`src/rtl/two_lane_keyed_queue_unit_macros.svh`:
```
// ----------------------------------------------------------------------------
// Assertion macros for the two-lane keyed queue
// Immediate-implication and next-cycle-implication checks, empty in synthesis.
// ----------------------------------------------------------------------------
`ifndef TWO_LANE_KEYED_QUEUE_UNIT_MACROS_SVH
`define TWO_LANE_KEYED_QUEUE_UNIT_MACROS_SVH

`ifndef SYNTHESIS
`define TLKQ_ASSERT_NOW(label, clk, rstn, ante, cons, msg) \
    label: assert property (@(posedge clk) disable iff (!(rstn)) (ante) |-> (cons)) \
        else $error(msg);
`define TLKQ_ASSERT_NEXT(label, clk, rstn, ante, cons, msg) \
    label: assert property (@(posedge clk) disable iff (!(rstn)) (ante) |=> (cons)) \
        else $error(msg);
`else
`define TLKQ_ASSERT_NOW(label, clk, rstn, ante, cons, msg)
`define TLKQ_ASSERT_NEXT(label, clk, rstn, ante, cons, msg)
`endif

`endif

```
`src/rtl/tlkq_pkg.sv`:
```
// ----------------------------------------------------------------------------
// tlkq_pkg
// Shared widths, codes and helpers for the two-lane keyed queue.
// ----------------------------------------------------------------------------
package tlkq_pkg;

    localparam int DEF_QUEUE_DEPTH = 16;
    localparam int DEF_MAX_POINTS  = 15;

    localparam int ID_W      = 16;
    localparam int ENTRY_W   = ID_W + 1;     // live bit above the id
    localparam int REV_W     = 63;
    localparam int CFG_W     = 4;
    localparam int S_TDATA_W = 16;
    localparam int S_TUSER_W = 4;
    localparam int M_TDATA_W = 80;
    localparam int M_TUSER_W = 2;
    localparam int PADDR_W   = 3;
    localparam int PDATA_W   = 32;

    localparam logic [1:0] CMD_ENQUEUE = 2'd0;
    localparam logic [1:0] CMD_DEQUEUE = 2'd1;
    localparam logic [1:0] CMD_RESOLVE = 2'd2;
    localparam logic [1:0] CMD_KILL    = 2'd3;

    localparam logic [1:0] LANE_NONE = 2'd0;
    localparam logic [1:0] LANE_ONE  = 2'd1;
    localparam logic [1:0] LANE_TWO  = 2'd2;

    localparam logic [1:0] KIND_NONE     = 2'd0;
    localparam logic [1:0] KIND_SERVICE  = 2'd1;
    localparam logic [1:0] KIND_POINT    = 2'd2;
    localparam logic [1:0] KIND_OVERFLOW = 2'd3;

    // register select, taken from paddr[2]
    localparam logic REG_LANE1_POINTS = 1'b0;
    localparam logic REG_LANE2_POINTS = 1'b1;

    // advance a revision, wrapping from the maximum to one
    function automatic logic [REV_W-1:0] rev_advance(input logic [REV_W-1:0] r);
        rev_advance = (r == {REV_W{1'b1}}) ? REV_W'(1) : r + REV_W'(1);
    endfunction

endpackage

```
`src/rtl/two_lane_keyed_queue_unit.sv`:
```
// ----------------------------------------------------------------------------
// two_lane_keyed_queue_unit: two ordered client queues with compaction
// Enqueue and kill scan both lanes, lane one first; dequeue and resolve scan
// only the addressed lane, and a request that needs no scan skips the scan
// state. Scan time comes from one RAM read port scanning one entry a cycle.
// One request is in work at a time; the next is taken the cycle after the
// result is issued. A finished request waits while the output register holds
// an unaccepted result.
// Reset clears lengths, revisions and point counts; entries are not cleared.
// ----------------------------------------------------------------------------
`include "two_lane_keyed_queue_unit_macros.svh"

module two_lane_keyed_queue_unit #(
    parameter int QUEUE_DEPTH = tlkq_pkg::DEF_QUEUE_DEPTH,
    parameter int MAX_POINTS  = tlkq_pkg::DEF_MAX_POINTS
) (
    input  logic                           aclk,
    input  logic                           aresetn,
    // request channel
    input  logic                           s_tvalid,
    output logic                           s_tready,
    input  logic [tlkq_pkg::S_TDATA_W-1:0] s_tdata,   // [15:0] client_id
    input  logic [tlkq_pkg::S_TUSER_W-1:0] s_tuser,   // [1:0] command, [3:2] lane
    // result channel
    output logic                           m_tvalid,
    input  logic                           m_tready,
    // [0] ok, [1] full_res, [5:2] position, [9:6] point_index,
    // [72:10] revision, [79:73] zero
    output logic [tlkq_pkg::M_TDATA_W-1:0] m_tdata,
    output logic [tlkq_pkg::M_TUSER_W-1:0] m_tuser,   // [1:0] kind
    // configuration port
    input  logic                           psel,
    input  logic                           penable,
    input  logic                           pwrite,
    input  logic [tlkq_pkg::PADDR_W-1:0]   paddr,
    input  logic [tlkq_pkg::PDATA_W-1:0]   pwdata,
    output logic [tlkq_pkg::PDATA_W-1:0]   prdata,
    output logic                           pready
);

    localparam int IW   = $clog2(QUEUE_DEPTH);
    localparam int AW   = IW + 1;
    localparam int LW   = $clog2(QUEUE_DEPTH + 1);
    localparam int CMPW = (LW > 8) ? LW : 8;
    localparam int IDW  = tlkq_pkg::ID_W;
    localparam int EW   = tlkq_pkg::ENTRY_W;
    localparam int RW   = tlkq_pkg::REV_W;
    localparam int CW   = tlkq_pkg::CFG_W;

    typedef enum logic [3:0] {
        ST_IDLE   = 4'b0001,
        ST_SCAN   = 4'b0010,
        ST_DECIDE = 4'b0100,
        ST_REPLY  = 4'b1000
    } state_t;

    state_t                      state_reg, state_next;
    logic [LW-1:0]               len_reg [2];
    logic [LW-1:0]               len_next [2];
    logic [RW-1:0]               rev1_reg, rev1_next;
    logic [RW-1:0]               rev2_reg, rev2_next;
    logic [CW-1:0]               pc1_reg, pc2_reg;
    logic                        m_tvalid_reg, m_tvalid_next;

    logic [1:0]                  cmd_reg, cmd_next;
    logic [1:0]                  lane_reg, lane_next;
    logic [IDW-1:0]              id_reg, id_next;
    logic                        lane_sel_reg, lane_sel_next;
    logic [LW-1:0]               idx_reg, idx_next;
    logic [LW-1:0]               w_reg, w_next;
    logic [LW-1:0]               pidx_reg, pidx_next;
    logic                        pv_reg, pv_next;
    logic [1:0]                  found_reg, found_next;
    logic [1:0]                  chg_reg, chg_next;
    logic [LW-1:0]               ahead_reg, ahead_next;
    logic                        res_ok_reg, res_ok_next;
    logic                        res_full_reg, res_full_next;
    logic [1:0]                  res_kind_reg, res_kind_next;
    logic [3:0]                  res_pos_reg, res_pos_next;
    logic [3:0]                  res_pidx_reg, res_pidx_next;
    logic [tlkq_pkg::M_TDATA_W-1:0] m_tdata_reg, m_tdata_next;
    logic [tlkq_pkg::M_TUSER_W-1:0] m_tuser_reg, m_tuser_next;

    logic                        ram_we;
    logic [AW-1:0]               ram_waddr;
    logic [EW-1:0]               ram_wdata;
    logic [AW-1:0]               ram_raddr;
    logic [EW-1:0]               ram_rdata;

    logic                        rd_live;
    logic [IDW-1:0]              rd_id;
    logic                        rd_hit;
    logic                        scan_issue;
    logic                        lane_two;
    logic                        lane_ok;
    logic                        cfg_wr;
    logic [CMPW-1:0]             ahead_x;
    logic [CMPW-1:0]             ahead_m1;
    logic [CMPW-1:0]             pc_raw;
    logic [CMPW-1:0]             pc_eff;
    logic [RW-1:0]               rev_sel;

    tlkq_ram #(
        .WIDTH (EW),
        .DEPTH (2 ** AW)
    ) u_ram (
        .aclk  (aclk),
        .we    (ram_we),
        .waddr (ram_waddr),
        .wdata (ram_wdata),
        .raddr (ram_raddr),
        .rdata (ram_rdata)
    );

    assign s_tready = (state_reg == ST_IDLE);
    assign m_tvalid = m_tvalid_reg;
    assign m_tdata  = m_tdata_reg;
    assign m_tuser  = m_tuser_reg;

    // configuration
    assign pready = 1'b1;
    assign cfg_wr = psel && penable && pwrite && pready;
    assign prdata = (paddr[2] == tlkq_pkg::REG_LANE2_POINTS) ?
                    {{(tlkq_pkg::PDATA_W-CW){1'b0}}, pc2_reg} :
                    {{(tlkq_pkg::PDATA_W-CW){1'b0}}, pc1_reg};

    // scan compare unit
    assign rd_live    = ram_rdata[IDW];
    assign rd_id      = ram_rdata[IDW-1:0];
    assign rd_hit     = rd_live && (rd_id == id_reg) && (id_reg != '0);
    assign scan_issue = (idx_reg < len_reg[lane_sel_reg]);

    assign lane_two = (lane_reg == tlkq_pkg::LANE_TWO);
    assign lane_ok  = (lane_reg == tlkq_pkg::LANE_ONE) || lane_two;

    // resolve mapping
    assign ahead_x  = CMPW'(ahead_reg);
    assign ahead_m1 = ahead_x - CMPW'(1);
    assign pc_raw   = lane_two ? CMPW'(pc2_reg) : CMPW'(pc1_reg);
    assign pc_eff   = (pc_raw > CMPW'(MAX_POINTS)) ? CMPW'(MAX_POINTS) : pc_raw;

    assign rev_sel = (lane_reg == tlkq_pkg::LANE_ONE) ? rev1_reg :
                     (lane_reg == tlkq_pkg::LANE_TWO) ? rev2_reg : '0;

    always_comb begin : p_next
        logic [1:0] chg_eff;
        logic       in_two;
        logic       in_ok;
        logic [1:0] in_cmd;
        logic [1:0] in_lane;

        state_next    = state_reg;
        len_next[0]   = len_reg[0];
        len_next[1]   = len_reg[1];
        rev1_next     = rev1_reg;
        rev2_next     = rev2_reg;
        m_tvalid_next = m_tvalid_reg && !m_tready;
        cmd_next      = cmd_reg;
        lane_next     = lane_reg;
        id_next       = id_reg;
        lane_sel_next = lane_sel_reg;
        idx_next      = idx_reg;
        w_next        = w_reg;
        pidx_next     = pidx_reg;
        pv_next       = pv_reg;
        found_next    = found_reg;
        chg_next      = chg_reg;
        ahead_next    = ahead_reg;
        res_ok_next   = res_ok_reg;
        res_full_next = res_full_reg;
        res_kind_next = res_kind_reg;
        res_pos_next  = res_pos_reg;
        res_pidx_next = res_pidx_reg;
        m_tdata_next  = m_tdata_reg;
        m_tuser_next  = m_tuser_reg;
        ram_we        = 1'b0;
        ram_waddr     = '0;
        ram_wdata     = '0;
        ram_raddr     = {lane_sel_reg, idx_reg[IW-1:0]};
        chg_eff       = chg_reg;
        in_cmd        = s_tuser[1:0];
        in_lane       = s_tuser[3:2];
        in_two        = (in_lane == tlkq_pkg::LANE_TWO);
        in_ok         = (in_lane == tlkq_pkg::LANE_ONE) || in_two;

        unique case (state_reg)
            ST_IDLE: begin
                if (s_tvalid) begin
                    cmd_next   = in_cmd;
                    lane_next  = in_lane;
                    id_next    = s_tdata[IDW-1:0];
                    idx_next   = '0;
                    w_next     = '0;
                    pv_next    = 1'b0;
                    found_next = '0;
                    chg_next   = '0;
                    ahead_next = '0;
                    // enqueue and kill sweep lane one first, then lane two
                    lane_sel_next = ((in_cmd == tlkq_pkg::CMD_ENQUEUE) ||
                                     (in_cmd == tlkq_pkg::CMD_KILL)) ? 1'b0 : in_two;
                    if ((in_cmd == tlkq_pkg::CMD_ENQUEUE) ||
                        (in_cmd == tlkq_pkg::CMD_KILL) ||
                        ((in_cmd == tlkq_pkg::CMD_DEQUEUE) && in_ok) ||
                        ((in_cmd == tlkq_pkg::CMD_RESOLVE) && in_ok &&
                         (s_tdata[IDW-1:0] != '0))) begin
                        state_next = ST_SCAN;
                    end else begin
                        state_next = ST_DECIDE;
                    end
                end
            end

            ST_SCAN: begin
                if (scan_issue) begin
                    idx_next = idx_reg + LW'(1);
                end
                pv_next   = scan_issue;
                pidx_next = idx_reg;

                if (pv_reg) begin
                    unique case (cmd_reg)
                        tlkq_pkg::CMD_ENQUEUE, tlkq_pkg::CMD_DEQUEUE: begin
                            if (rd_hit) begin
                                found_next[lane_sel_reg] = 1'b1;
                            end
                            if (!rd_live) begin
                                chg_next[lane_sel_reg] = 1'b1;
                            end
                            // keep live entries; dequeue also drops matches
                            if (rd_live && !((cmd_reg == tlkq_pkg::CMD_DEQUEUE) && rd_hit)) begin
                                ram_we    = 1'b1;
                                ram_waddr = {lane_sel_reg, w_reg[IW-1:0]};
                                ram_wdata = ram_rdata;
                                w_next    = w_reg + LW'(1);
                            end
                        end
                        tlkq_pkg::CMD_RESOLVE: begin
                            if (!found_reg[lane_sel_reg]) begin
                                if (rd_hit) begin
                                    found_next[lane_sel_reg] = 1'b1;
                                end else if (rd_live) begin
                                    ahead_next = ahead_reg + LW'(1);
                                end
                            end
                        end
                        tlkq_pkg::CMD_KILL: begin
                            if (rd_hit) begin
                                found_next[lane_sel_reg] = 1'b1;
                                ram_we    = 1'b1;
                                ram_waddr = {lane_sel_reg, pidx_reg[IW-1:0]};
                                ram_wdata = {1'b0, rd_id};
                            end
                        end
                        default: ;
                    endcase
                end

                if (!pv_reg && !scan_issue) begin
                    if ((cmd_reg == tlkq_pkg::CMD_ENQUEUE) ||
                        (cmd_reg == tlkq_pkg::CMD_DEQUEUE)) begin
                        len_next[lane_sel_reg] = w_reg;
                    end
                    if (((cmd_reg == tlkq_pkg::CMD_ENQUEUE) ||
                         (cmd_reg == tlkq_pkg::CMD_KILL)) && !lane_sel_reg) begin
                        lane_sel_next = 1'b1;
                        idx_next      = '0;
                        w_next        = '0;
                    end else begin
                        state_next = ST_DECIDE;
                    end
                end
            end

            ST_DECIDE: begin
                res_ok_next   = 1'b0;
                res_full_next = 1'b0;
                res_kind_next = tlkq_pkg::KIND_NONE;
                res_pos_next  = '0;
                res_pidx_next = '0;
                unique case (cmd_reg)
                    tlkq_pkg::CMD_ENQUEUE: begin
                        if ((id_reg != '0) && lane_ok) begin
                            if (|found_reg) begin
                                res_ok_next = found_reg[lane_two];
                            end else if (len_reg[lane_two] >= LW'(QUEUE_DEPTH)) begin
                                res_full_next = 1'b1;
                            end else begin
                                ram_we    = 1'b1;
                                ram_waddr = {lane_two, len_reg[lane_two][IW-1:0]};
                                ram_wdata = {1'b1, id_reg};
                                len_next[lane_two] = len_reg[lane_two] + LW'(1);
                                chg_eff[lane_two]  = 1'b1;
                                res_ok_next        = 1'b1;
                            end
                        end
                        if (chg_eff[0]) begin
                            rev1_next = tlkq_pkg::rev_advance(rev1_reg);
                        end
                        if (chg_eff[1]) begin
                            rev2_next = tlkq_pkg::rev_advance(rev2_reg);
                        end
                    end
                    tlkq_pkg::CMD_DEQUEUE: begin
                        if (lane_ok) begin
                            if (chg_reg[lane_two] || found_reg[lane_two]) begin
                                if (lane_two) begin
                                    rev2_next = tlkq_pkg::rev_advance(rev2_reg);
                                end else begin
                                    rev1_next = tlkq_pkg::rev_advance(rev1_reg);
                                end
                            end
                            res_ok_next = found_reg[lane_two];
                        end
                    end
                    tlkq_pkg::CMD_RESOLVE: begin
                        if (found_reg[lane_two]) begin
                            if (ahead_reg == '0) begin
                                res_ok_next   = 1'b1;
                                res_kind_next = tlkq_pkg::KIND_SERVICE;
                            end else if (ahead_m1 < pc_eff) begin
                                res_ok_next   = 1'b1;
                                res_kind_next = tlkq_pkg::KIND_POINT;
                                res_pidx_next = (ahead_m1 > CMPW'(15)) ? 4'd15 : ahead_m1[3:0];
                            end else if (lane_two) begin
                                res_ok_next   = 1'b1;
                                res_kind_next = tlkq_pkg::KIND_OVERFLOW;
                            end
                            if ((ahead_reg == '0) || (ahead_m1 < pc_eff) || lane_two) begin
                                res_pos_next = (ahead_x > CMPW'(15)) ? 4'd15 : ahead_x[3:0];
                            end
                        end
                    end
                    tlkq_pkg::CMD_KILL: begin
                        res_ok_next = |found_reg;
                    end
                    default: ;
                endcase
                state_next = ST_REPLY;
            end

            ST_REPLY: begin
                // hold until the output register is free
                if (!m_tvalid_reg || m_tready) begin
                    m_tvalid_next       = 1'b1;
                    m_tdata_next        = '0;
                    m_tdata_next[0]     = res_ok_reg;
                    m_tdata_next[1]     = res_full_reg;
                    m_tdata_next[5:2]   = res_pos_reg;
                    m_tdata_next[9:6]   = res_pidx_reg;
                    m_tdata_next[72:10] = rev_sel;
                    m_tuser_next        = res_kind_reg;
                    state_next          = ST_IDLE;
                end
            end

            default: begin
                state_next = ST_IDLE;
            end
        endcase
    end

    always_ff @(posedge aclk) begin
        if (!aresetn) begin
            state_reg    <= ST_IDLE;
            len_reg[0]   <= '0;
            len_reg[1]   <= '0;
            rev1_reg     <= '0;
            rev2_reg     <= '0;
            pc1_reg      <= '0;
            pc2_reg      <= '0;
            m_tvalid_reg <= 1'b0;
        end else begin
            state_reg    <= state_next;
            len_reg[0]   <= len_next[0];
            len_reg[1]   <= len_next[1];
            rev1_reg     <= rev1_next;
            rev2_reg     <= rev2_next;
            m_tvalid_reg <= m_tvalid_next;
            if (cfg_wr) begin
                if (paddr[2] == tlkq_pkg::REG_LANE2_POINTS) begin
                    pc2_reg <= pwdata[CW-1:0];
                end else begin
                    pc1_reg <= pwdata[CW-1:0];
                end
            end
        end
    end

    always_ff @(posedge aclk) begin
        cmd_reg      <= cmd_next;
        lane_reg     <= lane_next;
        id_reg       <= id_next;
        lane_sel_reg <= lane_sel_next;
        idx_reg      <= idx_next;
        w_reg        <= w_next;
        pidx_reg     <= pidx_next;
        pv_reg       <= pv_next;
        found_reg    <= found_next;
        chg_reg      <= chg_next;
        ahead_reg    <= ahead_next;
        res_ok_reg   <= res_ok_next;
        res_full_reg <= res_full_next;
        res_kind_reg <= res_kind_next;
        res_pos_reg  <= res_pos_next;
        res_pidx_reg <= res_pidx_next;
        m_tdata_reg  <= m_tdata_next;
        m_tuser_reg  <= m_tuser_next;
    end

    `TLKQ_ASSERT_NEXT(a_busy_after_accept, aclk, aresetn, s_tvalid && s_tready, !s_tready, "block still ready after taking a request")
    `TLKQ_ASSERT_NOW(a_resolve_no_write, aclk, aresetn, (state_reg == ST_SCAN) && (cmd_reg == tlkq_pkg::CMD_RESOLVE), !ram_we, "resolve scan wrote the entry store")
    `TLKQ_ASSERT_NOW(a_compact_behind_read, aclk, aresetn, (state_reg == ST_SCAN) && pv_reg, w_reg <= pidx_reg, "compaction write ran ahead of the read pointer")
    `TLKQ_ASSERT_NOW(a_len1_range, aclk, aresetn, 1'b1, len_reg[0] <= LW'(QUEUE_DEPTH), "lane one length beyond depth")
    `TLKQ_ASSERT_NOW(a_len2_range, aclk, aresetn, 1'b1, len_reg[1] <= LW'(QUEUE_DEPTH), "lane two length beyond depth")

endmodule

```
`src/rtl/tlkq_ram.sv`:
```
// ----------------------------------------------------------------------------
// tlkq_ram
// Simple dual-port RAM: one write port, one read port with registered data.
// ----------------------------------------------------------------------------
module tlkq_ram #(
    parameter int WIDTH = tlkq_pkg::ENTRY_W,
    parameter int DEPTH = 2 * tlkq_pkg::DEF_QUEUE_DEPTH
) (
    input  logic                     aclk,
    input  logic                     we,
    input  logic [$clog2(DEPTH)-1:0] waddr,
    input  logic [WIDTH-1:0]         wdata,
    input  logic [$clog2(DEPTH)-1:0] raddr,
    output logic [WIDTH-1:0]         rdata
);

    logic [WIDTH-1:0] mem [DEPTH];

    always_ff @(posedge aclk) begin
        if (we) begin
            mem[waddr] <= wdata;
        end
        rdata <= mem[raddr];
    end

endmodule
```
`config.mk`:
```
export PLATFORM = sky130hd
export DESIGN_NAME = two_lane_keyed_queue_unit
export DESIGN_NICKNAME = d
export VERILOG_FILES = /design/src/rtl/tlkq_pkg.sv /design/src/rtl/two_lane_keyed_queue_unit.sv /design/src/rtl/tlkq_ram.sv
export VERILOG_INCLUDE_DIRS = /design/src /design/src/rtl
export SDC_FILE = /design/constraint.sdc
export NUM_CORES = 1
export LEC_CHECK = 0
export BUFFER_PORTS_ARGS = -buffer_cell sky130_fd_sc_hd__buf_4
export CAP_MARGIN = 15
export CORE_UTILIZATION = 50
export CTS_CLUSTER_DIAMETER = 120
export DETAILED_ROUTE_END_ITERATION = 8
export PLACE_DENSITY = 0.79
export REMOVE_ABC_BUFFERS = 1
export SKIP_LAST_GASP = 1
export SYNTH_ARGS = -nofsm -noshare
export SYNTH_HDL_FRONTEND = slang
export SYNTH_SLANG_ARGS = --single-unit
```
`constraint.sdc`:
```
create_clock -name aclk -period 5.3 [get_ports aclk]
set_input_delay 0.265 -clock aclk [delete_from_list [all_inputs] [get_ports aclk]]
set_output_delay 0.265 -clock aclk [all_outputs]
set_load 0.05 [all_outputs]
```
==> impl_metrics.ini <==
[finish]
fin_nets = 2587
most-common-layout-cells = 676 x edfxtp_1, 235 x nand2_1, 199 x nor2_1
largest_register_ff_count = 544
n_fill_cell = 5121
proportion_of_layout_cells_with_a_drive_suffix_above_1_pct = 20.1
num_antenna_cells = 0
layout.cell_area.non_filler_sq_um = 40400
final_cells = 3511
synthToLayoutAreaGrowth_pct = 14.4
layout.cells.most_common = edfxtp_1

[sta]
grt_setup_unrepaired = false
timing.final.max_slew_violations = 0
final_min_period_ns = 4.32
setup_viol_count_final = 0
post_route_skew_ns = 0.0680
hold_viol_final = 0
min_period_over_period_pct = 81.5
max_slew.worst_pin.slew_ns = 1.25
fmax_mhz = 232
max_slew_margin_pct = 16.5

[route]
drcViolationCount = 0
vias = 21000
drt-vias-per-instance = 5.98
detail-route-antenna-nets = 0
first_pass_iters = 5
wl_per_cell_um = 23.7
drt-initial-drc-count = 2312
drt_wl_total_um = 83200

[yosys]
post_synth_instance_area_sq_um = 35300
synth_sequential_area_ratio_pct = 67.0
asyncSetResetFlopFracSynth_pct = 0
ys_warn_count = 0
postSynthCellCount = 2338
synth_cell_types = 82
commonest_register_cell_after_synthesis = edfxtp_1
postSynthAreaPerCell_sq_um = 15.1
postSynthRegisterBits = 843
synth_edf_count = 676

[pwr]
power-per-cell-area_nw_per_um2 = 373
swShare_pct = 24.9
report.power.total_w = 0.0151
switching_power_w = 0.00375
static-leakage-power_nw = 12.2
p_int_w = 0.0113
ir_worst_vdd_mv = 0.315
sequentialPowerShare_pct = 48.7
power.combinational.fraction_pct = 9.8
part_of_the_total_power_dissipated_in_the_clock_network_pct = 41.4

[setup_path]
worst_setup_path_end_kind = register
kind_of_launch_point_of_the_worst_setup_path = register
critPathSlowestCell = a211oi_1
r2r-start = id_reg[4]$_DFFE_PP_
critical-path-max-stage-delay_ns = 0.62
worst-endpoint-required_ns = 5.58
arrival_ns = 4.59
worstPathCellList = xnor2_1 > nand4_1 > nor4_4 > a21boi_0 > ha_1 > and2_1 > a211oi_1 > nand2b_1 > nor2_1 > buf_4
critPathMaxFanout = 17
regToRegSetupSlack_ns = 0.98
rr_worst_depth = 10
criticalPathCategory = reg -> reg
reg2reg_to = u_ram.mem[26][5]$_DFFE_PP_

[global_route]
global_route_wire_length_before_repair_um = 125000
track_usage_pct = 23.0
grt_pass1_vias = 21000
grt_antenna_before_repair = 1
grt_max_degree = 141
grt_overflow = 0

[clocking]
clkSinkCount = 843
cts_setup_buffers = 0
clk_path_buf_depth = 3
clockRootBuffer = clkbuf_16
cts-buffers-inserted = 85
tritoncts = yes
worst_setup_hold_path_clk_slew_ns = 0.07
clk-insertion-delay-late_ns = 0.67
h-tree-depth = 3

[min_path]
hp-class = in -> reg
hold_path_end = len_reg[1][1]$_SDFFE_PN0P_
min_path_cells = 2
hp-start = aresetn

[die]
num_rows = 97
die_h_um = 268
overall_die_area_sq_um = 71700
num_io_pins = 179
core_area_sq_um = 69900
die_w_um = 268
start_util_pct = 50.5

[status]
status = completed

[placement]
postPlaceCellArea_sq_um = 37100
placed_cells_incl_taps = 3321
gpl.final_weighted_congestion = 0.860
dp_hpwl_um = 47500
io_buffers = 112

[run]
drv.max_cap_violation_count = 0
area by class of cell:
class                   instances  area, sq um  area share, %
inverters                      35          136          0.338
clock buffers                  99         2210           5.47
repair buffers                191         1600           3.96
clock inverters                60          731           1.81
multi-input cells            1343        10900           27.0
well taps                     940         1180           2.91
flip-flops and latches        843        23600           58.5
worst max-delay path, delay by kind of cell (launching register included):
| kind | cells | cell delay, ns |
|---|---|---|
| adders and majority gates | 1 | 0.27 |
| AOI/OAI and AO/OA | 2 | 0.95 |
| buffers and inverters | 1 | 0.32 |
| xor gates and xnor gates | 1 | 0.34 |
| DFF | 1 | 0.46 |
| and+or+nand+nor | 5 | 1.56 |
logic make-up after synthesis:
family,Yosys count,share of synthesized area [%]
other,2,0.0213
and+or+nand+nor,737,10.3
DFF,843,67.0
AOI/OAI and AO/OA,206,4.02
adders and majority gates,26,0.921
buffers and inverters,186,2.61
xor gates and xnor gates,138,3.42
muxes,200,11.7
worst max path at each step:
| stage | from | to | slack [ns] |
|---|---|---|---|
| floorplan | idx_reg[0]$_SDFFCE_PN0P_ | register | -2.32 |
| global placement | lane_reg[0]$_DFFE_PP_ | rev2_reg[50]$_SDFFE_PN0P_ | 1.47 |
| detailed placement | id_reg[4]$_DFFE_PP_ | u_ram.mem[26][2]$_DFFE_PP_ | 1.34 |
| CTS | id_reg[4]$_DFFE_PP_ | u_ram.mem[26][5]$_DFFE_PP_ | 1.14 |
| global route | id_reg[2]$_DFFE_PP_ | u_ram.mem[22][2]$_DFFE_PP_ | 0.84 |
| finish | id_reg[4]$_DFFE_PP_ | u_ram.mem[26][5]$_DFFE_PP_ | 0.98 |
metrics by stage:
stage / hold WS (ns) / worst slack, ns / TNS, ns / utilization [%]
6_report: 0.0481 / 0.983 / 0 / 57.8
5_1_grt: 0.0225 / 0.838 / 0 / 57.8
4_1_cts: 0.0158 / 1.14 / 0 / 57.7
3_5_place_dp: 0.405 / 1.34 / 0 / 53.1
3_3_place_gp: 0.403 / 1.47 / 0 / 53.1
2_1_floorplan: 0.354 / -2.32 / -67.55 / -
synthesized netlist by cell type, types with 15 or more instances:
master    number  share of area (%)
buf_2         25               0.35
ha_1          26               0.92
mux2i_1       22               0.62
buf_4         45               0.96
nand3_1       79                1.1
xnor2_1       50                1.2
or3_1         25               0.44
a21oi_1       24               0.34
buf_1         15               0.16
xor2_1        88                2.2
nor3_1        20               0.28
and3_1        21               0.37
nand4_1       51               0.90
mux4_2       170                 11
a22o_1        15               0.37
dfxtp_1      167                9.5
nand2_1      235                2.5
inv_1         33               0.35
o21ai_0       82                1.2
clkbuf_1      62               0.66
nor2_1       199                2.1
edfxtp_1     676                 58
and4_1        25               0.62
nor2b_1       20               0.35
routing by layer:
metal	track usage [%]	part of all wire (%)
met1	29.2	37
met2	39.4	51
met3	4.39	8.5
met5	0	0
met4	8.31	3.2
what timing repair did:
action	in CTS	in global routing
hold buffers	27	0
endpoints found under the hold margin	32	0
gates resized for setup	0	0
setup endpoints to repair	0	0
power by group through the flow:
stage | combinational [W] | sequential, W | clock (W)
2_1_floorplan | 0.000922 | 0.00763 | 0
3_3_place_gp | 0.00141 | 0.00746 | 0
3_5_place_dp | 0.00144 | 0.00746 | 0
4_1_cts | 0.00148 | 0.00733 | 0.00629
5_1_grt | 0.00159 | 0.00734 | 0.00655
6_report | 0.00148 | 0.00733 | 0.00624
(Power assumes the default switching activity.)
